[config.mk]
export PLATFORM = sky130hd
export DESIGN_NAME = sorted_priority_queue_flat
export DESIGN_NICKNAME = d
export VERILOG_FILES = /design/src/sv/spq_pkg.sv /design/src/sv/spq_if.sv /design/src/sv/spq_cell.sv /design/src/sv/sorted_priority_queue.sv /design/src/flat_wrapper.sv
export SDC_FILE = /design/constraint.sdc
export NUM_CORES = 1
export LEC_CHECK = 0
export ABC_AREA = 0
export BUFFER_PORTS_ARGS = -buffer_cell sky130_fd_sc_hd__buf_2
export CORE_ASPECT_RATIO = 0.5
export CORE_MARGIN = 1.5
export CORE_UTILIZATION = 49
export DETAILED_ROUTE_END_ITERATION = 12
export GPL_ROUTABILITY_DRIVEN = 0
export PLACE_DENSITY = 0.68
export SLEW_MARGIN = 20
export SYNTH_ARGS = -nofsm -noshare
export SYNTH_HDL_FRONTEND = slang
export SYNTH_HIERARCHICAL = 1
export SYNTH_SLANG_ARGS = --single-unit
[constraint.sdc]
create_clock -name clk -period 8.29 [get_ports clk]
set_input_delay 0.829 -clock clk [delete_from_list [all_inputs] [get_ports clk]]
set_output_delay 0.829 -clock clk [all_outputs]
set_load 0.005 [all_outputs]
[src/sv/spq_pkg.sv]
`default_nettype none

package spq_pkg;

    // Default geometry
    localparam int DEPTH_DEF         = 16;
    localparam int PRIORITY_BITS_DEF = 4;
    localparam int TAG_BITS_DEF      = 16;

    // Operation codes carried in mode
    localparam logic MODE_ENQ = 1'b0;
    localparam logic MODE_DEQ = 1'b1;

    // Status codes
    localparam int            STATUS_BITS = 2;
    localparam logic [1:0]    ST_DONE     = 2'd0;
    localparam logic [1:0]    ST_FULL     = 2'd1;
    localparam logic [1:0]    ST_EMPTY    = 2'd2;

    // Per-cell control, from the count logic to one cell
    typedef struct packed {
        logic enq;   // accepted enqueue that fits
        logic deq;   // accepted dequeue of a held entry
        logic occ;   // cell holds an entry
        logic tail;  // cell is the first free slot
    } spq_cell_ctrl_t;

endpackage

`default_nettype wire

[src/sv/spq_if.sv]
`default_nettype none

// Request channel: one operation per word
interface spq_req_if #(
    parameter int PRIORITY_BITS = spq_pkg::PRIORITY_BITS_DEF,
    parameter int TAG_BITS      = spq_pkg::TAG_BITS_DEF
);
    logic                     valid;
    logic                     ready;
    logic                     mode;
    logic [PRIORITY_BITS-1:0] priority_req;
    logic [TAG_BITS-1:0]      payload_tag;

    modport source (output valid, mode, priority_req, payload_tag, input ready);
    modport sink   (input valid, mode, priority_req, payload_tag, output ready);
endinterface

// Response channel: one result word per request
interface spq_rsp_if #(
    parameter int PRIORITY_BITS = spq_pkg::PRIORITY_BITS_DEF,
    parameter int TAG_BITS      = spq_pkg::TAG_BITS_DEF,
    parameter int OCC_BITS      = $clog2(spq_pkg::DEPTH_DEF + 1)
);
    logic                         valid;
    logic                         ready;
    logic [spq_pkg::STATUS_BITS-1:0] status;
    logic [PRIORITY_BITS-1:0]     out_priority;
    logic [TAG_BITS-1:0]          out_tag;
    logic [OCC_BITS-1:0]          occupancy;

    modport source (output valid, status, out_priority, out_tag, occupancy, input ready);
    modport sink   (input valid, status, out_priority, out_tag, occupancy, output ready);
endinterface

`default_nettype wire

[src/sv/spq_cell.sv]
`default_nettype none

module spq_cell #(
    parameter int PRIORITY_BITS = spq_pkg::PRIORITY_BITS_DEF,
    parameter int TAG_BITS      = spq_pkg::TAG_BITS_DEF
) (
    input  wire logic                     clk,
    input  wire spq_pkg::spq_cell_ctrl_t  ctrl,
    input  wire logic [PRIORITY_BITS-1:0] new_pri,
    input  wire logic [TAG_BITS-1:0]      new_tag,
    input  wire logic                     left_lt,
    input  wire logic [PRIORITY_BITS-1:0] left_pri,
    input  wire logic [TAG_BITS-1:0]      left_tag,
    input  wire logic [PRIORITY_BITS-1:0] right_pri,
    input  wire logic [TAG_BITS-1:0]      right_tag,
    output logic [PRIORITY_BITS-1:0]      pri,
    output logic [TAG_BITS-1:0]           tag,
    output logic                          lt
);
    import spq_pkg::*;

    logic [PRIORITY_BITS-1:0] pri_reg, pri_next;
    logic [TAG_BITS-1:0]      tag_reg, tag_next;

    // Held entry loses to the new one: it moves one place towards the tail
    assign lt = ctrl.occ && (pri_reg < new_pri);

    // Enqueue: shifted cells take the left neighbour, the insert slot takes the new word.
    // Dequeue: every cell takes its right neighbour.
    always_comb
    begin
        pri_next = pri_reg;
        tag_next = tag_reg;
        if (ctrl.enq && (lt || ctrl.tail))
        begin
            pri_next = left_lt ? left_pri : new_pri;
            tag_next = left_lt ? left_tag : new_tag;
        end
        else if (ctrl.deq)
        begin
            pri_next = right_pri;
            tag_next = right_tag;
        end
    end

    always_ff @(posedge clk)
    begin
        pri_reg <= pri_next;
        tag_reg <= tag_next;
    end

    assign pri = pri_reg;
    assign tag = tag_reg;

endmodule

`default_nettype wire

[src/sv/sorted_priority_queue.sv]
// Sorted priority queue built as a row of DEPTH shift cells, head in cell 0.
// req channel: one word per operation; mode selects enqueue or dequeue,
// priority_req and payload_tag give the entry (ignored on dequeue).
// rsp channel: exactly one word per accepted request, in request order,
// carrying status (done, full, empty), the dequeued entry (zero otherwise)
// and the occupancy after the operation.
// An enqueue lands behind every entry of equal or higher priority; an
// enqueue into a full queue is dropped, a dequeue of an empty one is refused.
// The response word is registered and valid in the cycle after acceptance.
// Throughput: one request per cycle while rsp is not stalled; every cell
// compares and shifts in the same cycle, so the insert position does not slow it.
// Reset empties the queue (count to zero) and drops the response valid flag;
// cell contents are not cleared and are never shown before being written.
// When rsp stalls, the response register holds and req.ready drops until
// the response is taken; no request is lost or reordered.
`default_nettype none

module sorted_priority_queue #(
    parameter int DEPTH         = spq_pkg::DEPTH_DEF,
    parameter int PRIORITY_BITS = spq_pkg::PRIORITY_BITS_DEF,
    parameter int TAG_BITS      = spq_pkg::TAG_BITS_DEF
) (
    input  wire logic  clk,
    input  wire logic  rst_n,
    spq_req_if.sink    req,
    spq_rsp_if.source  rsp
);
    import spq_pkg::*;

    localparam int OCC_BITS = $clog2(DEPTH + 1);

    logic [OCC_BITS-1:0]      count_reg, count_next;
    logic                     rsp_valid_reg;
    logic [STATUS_BITS-1:0]   status_reg, status_next;
    logic [PRIORITY_BITS-1:0] opri_reg, opri_next;
    logic [TAG_BITS-1:0]      otag_reg, otag_next;

    logic accept, full, empty, do_enq, do_deq;

    spq_cell_ctrl_t           ctrl [DEPTH];
    logic [PRIORITY_BITS-1:0] cell_pri [DEPTH];
    logic [TAG_BITS-1:0]      cell_tag [DEPTH];
    logic                     cell_lt [DEPTH];

    // Handshake and operation decode
    assign req.ready = !rsp_valid_reg || rsp.ready;
    assign accept    = req.valid && req.ready;
    assign full      = (count_reg == OCC_BITS'(DEPTH));
    assign empty     = (count_reg == '0);
    assign do_enq    = accept && (req.mode == MODE_ENQ) && !full;
    assign do_deq    = accept && (req.mode == MODE_DEQ) && !empty;

    // Cell row
    for (genvar i = 0; i < DEPTH; i++)
    begin : g_cell
        logic                     l_lt;
        logic [PRIORITY_BITS-1:0] l_pri, r_pri;
        logic [TAG_BITS-1:0]      l_tag, r_tag;

        assign ctrl[i].enq  = do_enq;
        assign ctrl[i].deq  = do_deq;
        assign ctrl[i].occ  = (OCC_BITS'(i) < count_reg);
        assign ctrl[i].tail = (OCC_BITS'(i) == count_reg);

        if (i == 0)
        begin : g_head
            assign l_lt  = 1'b0;
            assign l_pri = '0;
            assign l_tag = '0;
        end
        else
        begin : g_mid
            assign l_lt  = cell_lt[i-1];
            assign l_pri = cell_pri[i-1];
            assign l_tag = cell_tag[i-1];
        end

        if (i == DEPTH - 1)
        begin : g_last
            assign r_pri = '0;
            assign r_tag = '0;
        end
        else
        begin : g_inner
            assign r_pri = cell_pri[i+1];
            assign r_tag = cell_tag[i+1];
        end

        spq_cell #(
            .PRIORITY_BITS (PRIORITY_BITS),
            .TAG_BITS      (TAG_BITS)
        ) u_cell (
            .clk       (clk),
            .ctrl      (ctrl[i]),
            .new_pri   (req.priority_req),
            .new_tag   (req.payload_tag),
            .left_lt   (l_lt),
            .left_pri  (l_pri),
            .left_tag  (l_tag),
            .right_pri (r_pri),
            .right_tag (r_tag),
            .pri       (cell_pri[i]),
            .tag       (cell_tag[i]),
            .lt        (cell_lt[i])
        );
    end

    // Count and response word
    always_comb
    begin
        count_next  = count_reg;
        status_next = status_reg;
        opri_next   = opri_reg;
        otag_next   = otag_reg;
        if (accept)
        begin
            status_next = ST_DONE;
            opri_next   = '0;
            otag_next   = '0;
            unique case (req.mode)
                MODE_ENQ:
                begin
                    if (full)
                        status_next = ST_FULL;
                    else
                        count_next = count_reg + OCC_BITS'(1);
                end
                MODE_DEQ:
                begin
                    if (empty)
                        status_next = ST_EMPTY;
                    else
                    begin
                        count_next = count_reg - OCC_BITS'(1);
                        opri_next  = cell_pri[0];
                        otag_next  = cell_tag[0];
                    end
                end
                default:
                begin
                    count_next = count_reg;
                end
            endcase
        end
    end

    always_ff @(posedge clk or negedge rst_n)
    begin
        if (!rst_n)
        begin
            count_reg     <= '0;
            rsp_valid_reg <= 1'b0;
        end
        else
        begin
            count_reg <= count_next;
            if (accept)
                rsp_valid_reg <= 1'b1;
            else if (rsp.ready)
                rsp_valid_reg <= 1'b0;
        end
    end

    always_ff @(posedge clk)
    begin
        status_reg <= status_next;
        opri_reg   <= opri_next;
        otag_reg   <= otag_next;
    end

    assign rsp.valid        = rsp_valid_reg;
    assign rsp.status       = status_reg;
    assign rsp.out_priority = opri_reg;
    assign rsp.out_tag      = otag_reg;
    assign rsp.occupancy    = count_reg;

endmodule

`default_nettype wire

[src/flat_wrapper.sv]
// flat-port wrapper written by rule: the top's interface ports become plain ports
module sorted_priority_queue_flat import spq_pkg::*;
#(
    parameter int DEPTH         = spq_pkg::DEPTH_DEF,
    parameter int PRIORITY_BITS = spq_pkg::PRIORITY_BITS_DEF,
    parameter int TAG_BITS      = spq_pkg::TAG_BITS_DEF
)
  (clk, rst_n, req_valid, req_mode, req_priority_req, req_payload_tag, req_ready, rsp_valid, rsp_status, rsp_out_priority, rsp_out_tag, rsp_occupancy, rsp_ready);
  spq_req_if #(.PRIORITY_BITS(PRIORITY_BITS), .TAG_BITS(TAG_BITS)) req_i ();
  spq_rsp_if #(.PRIORITY_BITS(PRIORITY_BITS), .TAG_BITS(TAG_BITS)) rsp_i ();
  input  wire logic clk;
  input  wire logic rst_n;
  input wire logic [$bits(req_i.valid)-1:0] req_valid;
  input wire logic [$bits(req_i.mode)-1:0] req_mode;
  input wire logic [$bits(req_i.priority_req)-1:0] req_priority_req;
  input wire logic [$bits(req_i.payload_tag)-1:0] req_payload_tag;
  output wire logic [$bits(req_i.ready)-1:0] req_ready;
  output wire logic [$bits(rsp_i.valid)-1:0] rsp_valid;
  output wire logic [$bits(rsp_i.status)-1:0] rsp_status;
  output wire logic [$bits(rsp_i.out_priority)-1:0] rsp_out_priority;
  output wire logic [$bits(rsp_i.out_tag)-1:0] rsp_out_tag;
  output wire logic [$bits(rsp_i.occupancy)-1:0] rsp_occupancy;
  input wire logic [$bits(rsp_i.ready)-1:0] rsp_ready;
  assign req_i.valid = req_valid;
  assign req_i.mode = req_mode;
  assign req_i.priority_req = req_priority_req;
  assign req_i.payload_tag = req_payload_tag;
  assign req_ready = req_i.ready;
  assign rsp_valid = rsp_i.valid;
  assign rsp_status = rsp_i.status;
  assign rsp_out_priority = rsp_i.out_priority;
  assign rsp_out_tag = rsp_i.out_tag;
  assign rsp_occupancy = rsp_i.occupancy;
  assign rsp_i.ready = rsp_ready;
  sorted_priority_queue #(.DEPTH(DEPTH), .PRIORITY_BITS(PRIORITY_BITS), .TAG_BITS(TAG_BITS)) u_core (.clk(clk), .rst_n(rst_n), .req(req_i), .rsp(rsp_i));
endmodule
==> impl_metrics.env <==
export IMPL_skew_ns=0.0107
export IMPL_grt_util_all_layers_pct=19.1
export IMPL_worst_ep_arrival_time_ns=4.43
export IMPL_ys_warnings_count=6
export IMPL_dieArea_mm2=0.0454
export IMPL_grt_pass1_vias=11900
export IMPL_use_met3_pct=3.44
export IMPL_crit_path_end_kind="flip-flop"
export IMPL_grt_busiest_layer="met2"
export IMPL_use_met1_pct=28.4
export IMPL_switching_share_pct=29.4
export IMPL_grt_max_degree=33
export IMPL_syn2layout_area_growth_pct=7.96
export IMPL_yosysSeqAreaShare_pct=48.3
export IMPL_final_area_mm2=0.0233
export IMPL_drc=0
export IMPL_irDropWorstVdd_uv=123
export IMPL_yosysMostFrequentCell="edfxtp_1"
export IMPL_hold_class="input port to asynchronous set/reset pin"
export IMPL_synth_top_area_share_pct=47.6
export IMPL_drive_gt1_share_pct=47.5
export IMPL_core_region_area_mm2=0.0435
export IMPL_drv_cap=0
export IMPL_firstDrtPassIters=5
export IMPL_diodes=0
export IMPL_fin_util_pct=53.5
export IMPL_seqPwrFrac_pct=42.5
export IMPL_synth_top_cells_by_count="342 x edfxtp_1, 304 x mux2_4, 289 x mux2_2, 73 x nand2_1, 56 x inv_1"
export IMPL_dp_hpwl_um=32800
export IMPL_drt_iter0_markers=930
export IMPL_die_w_um=300
export IMPL_fin_cells=2096
export IMPL_rows=54
export IMPL_cts_sinks=348
export IMPL_antenna_found_initial=1
export IMPL_comb_power_share_pct=31.8
export IMPL_hold_viol=0
export IMPL_final_nets=1561
export IMPL_largest_reg_flops=256
export IMPL_yosysUniqueCellTypes=40
export IMPL_avgRoutedWirePerCell_um=20.6
export IMPL_pwr_share_clk_pct=25.7
export IMPL_port_buffers=53
export IMPL_synth_edf_count=342
export IMPL_timing_hold_ws_ns=0.115
export IMPL_setup_ws_ns=3.91
export IMPL_slew_violations=0
export IMPL_synth_area_mm2=0.0216
export IMPL_post_cts_buffers=0
export IMPL_grt_util_met2_pct=28.9
export IMPL_cts_htree_levels=2
export IMPL_insertion_delay_ns=0.53
export IMPL_pin_count=54
export IMPL_path_max_fanout=24
export IMPL_finalPower_mw=5.92
export IMPL_die_h_um=151
export IMPL_cts_root_buf="clkbuf_16"
export IMPL_p_switching_mw=1.74
export IMPL_async_reset_ff_share_pct=1.72
export IMPL_cts_path_max_buffers=3
export IMPL_dp_cells=2035
export IMPL_nFillCells=3550
export IMPL_critical_path_class="flip-flop to flip-flop"
export IMPL_viasPerCell=5.55
export IMPL_start_kind="flip-flop"
export IMPL_max_slew_margin_pct=32.0
export IMPL_grt_pass1_wl_um=68500
export IMPL_cts_hold_buffers=0
export IMPL_setup_tns_ns=0
export IMPL_wl_um=43200
export IMPL_syn_inst=1424
export IMPL_p_leak_nw=9.58
export IMPL_p_int_mw=4.18
export IMPL_ant_nets=0
export IMPL_cp_required_ns=8.34
export IMPL_grt_overflow=0
export IMPL_cts_buffers=35
export IMPL_dp_slack_ns=3.72
export IMPL_max_freq_mhz=228
export IMPL_synthTopCellsByArea="edfxtp_1 48%, mux2_4 21%, mux2_2 15%"
export IMPL_rsz0062_at_grt="false"
export IMPL_status="finished clean"
export IMPL_synth_ff_type="edfxtp_1"
export IMPL_cts_resized=0
export IMPL_finalCritPeriodShare_pct=52.9
export IMPL_netlist_top_cell_by_area="edfxtp_1"
export IMPL_place_area_mm2=0.0222
export IMPL_path_clk_slew_ns=0.07
export IMPL_vias=11600
export IMPL_initial_utilization_pct=49.6
export IMPL_ys_ff_latch=348
export IMPL_setup_viol=0
export IMPL_syn_area_per_cell_um2=15.2
export IMPL_cts_tree="done"
export IMPL_fin_crit_ns=4.38
export IMPL_power_density_mw_per_mm2=254
export IMPL_tightest_slew_ns=1.02
cell families (layout without fill, tap and decap cells):
family	count (synthesis)	after routing	share of synthesized area [%]
AOI/OAI and AO/OA	114	114	4.22
muxes	595	595	36.3
and+or+nand+nor	179	179	4.51
adders and majority gates	52	52	3.02
DFF	348	348	48.3
xor gates and xnor gates	3	3	0.122
other	1	45	0.0174
buffers and inverters	132	172	3.49
layer usage:
metal,up-vias,wire length (µm)
met5,-,0
met3,58,2180
met4,0,804
li1,5494,-
met1,5773,22000
met2,304,18300
cell usage in the layout (no fill, tap or decap), types with 23 or more instances in the layout:
cell       count
clkbuf_16     37
and2_1        23
inv_1         56
conb_1        45
edfxtp_1     342
buf_2         53
o21ai_0       52
nand2_1       73
mux2_4       304
mux2_2       289
ha_1          52
area by class of cell:
type	instances	area (µm²)	share of cell area [%]
multi-input combinational	988	10600	45.4
sequential	348	10400	44.7
clock buffer	46	960	4.12
tap	588	736	3.16
timing repair buffer	55	280	1.20
inverter	56	210	0.902
clock inverter	15	104	0.446
critical path, stage by stage (launching register included):
cell,delay [ns]
dfrtp_1,0.68
nor3_1,0.58
o21ai_0,0.30
nor2b_1,0.21
o211a_1,0.46
o21ai_4,0.88
nand2b_1,0.77
power groups by stage:
stage	Combinational [mW]	Clock [mW]	Sequential, mW
6_report	1.88	1.52	2.52
5_1_grt	2.02	1.62	2.54
4_1_cts	1.88	1.56	2.51
3_5_place_dp	1.87	0	2.55
3_3_place_gp	1.81	0	2.53
2_1_floorplan	1.62	0	2.42
worst paths after layout:
path | startpoint | endpoint | slack (ns) | depth (start not counted)
max | u_core/rsp.occupancy[4] | u_core/g_cell[1].u_cell/tag[3] | 3.91 | 6
min reg2reg | u_core/g_cell[15].u_cell/tag[11] | u_core/g_cell[14].u_cell/tag[11] | 0.55 | 1
min | rst_n | u_core/rsp.occupancy[4] | 0.11 | 1
max in group asynchronous | rst_n | u_core/rsp.valid | 8.02 | 1
min in group clk | u_core/g_cell[15].u_cell/tag[11] | u_core/g_cell[14].u_cell/tag[11] | 0.55 | 1
max reg2reg | u_core/rsp.occupancy[4] | u_core/g_cell[1].u_cell/tag[3] | 3.91 | 6
(Power assumes the default switching activity.)
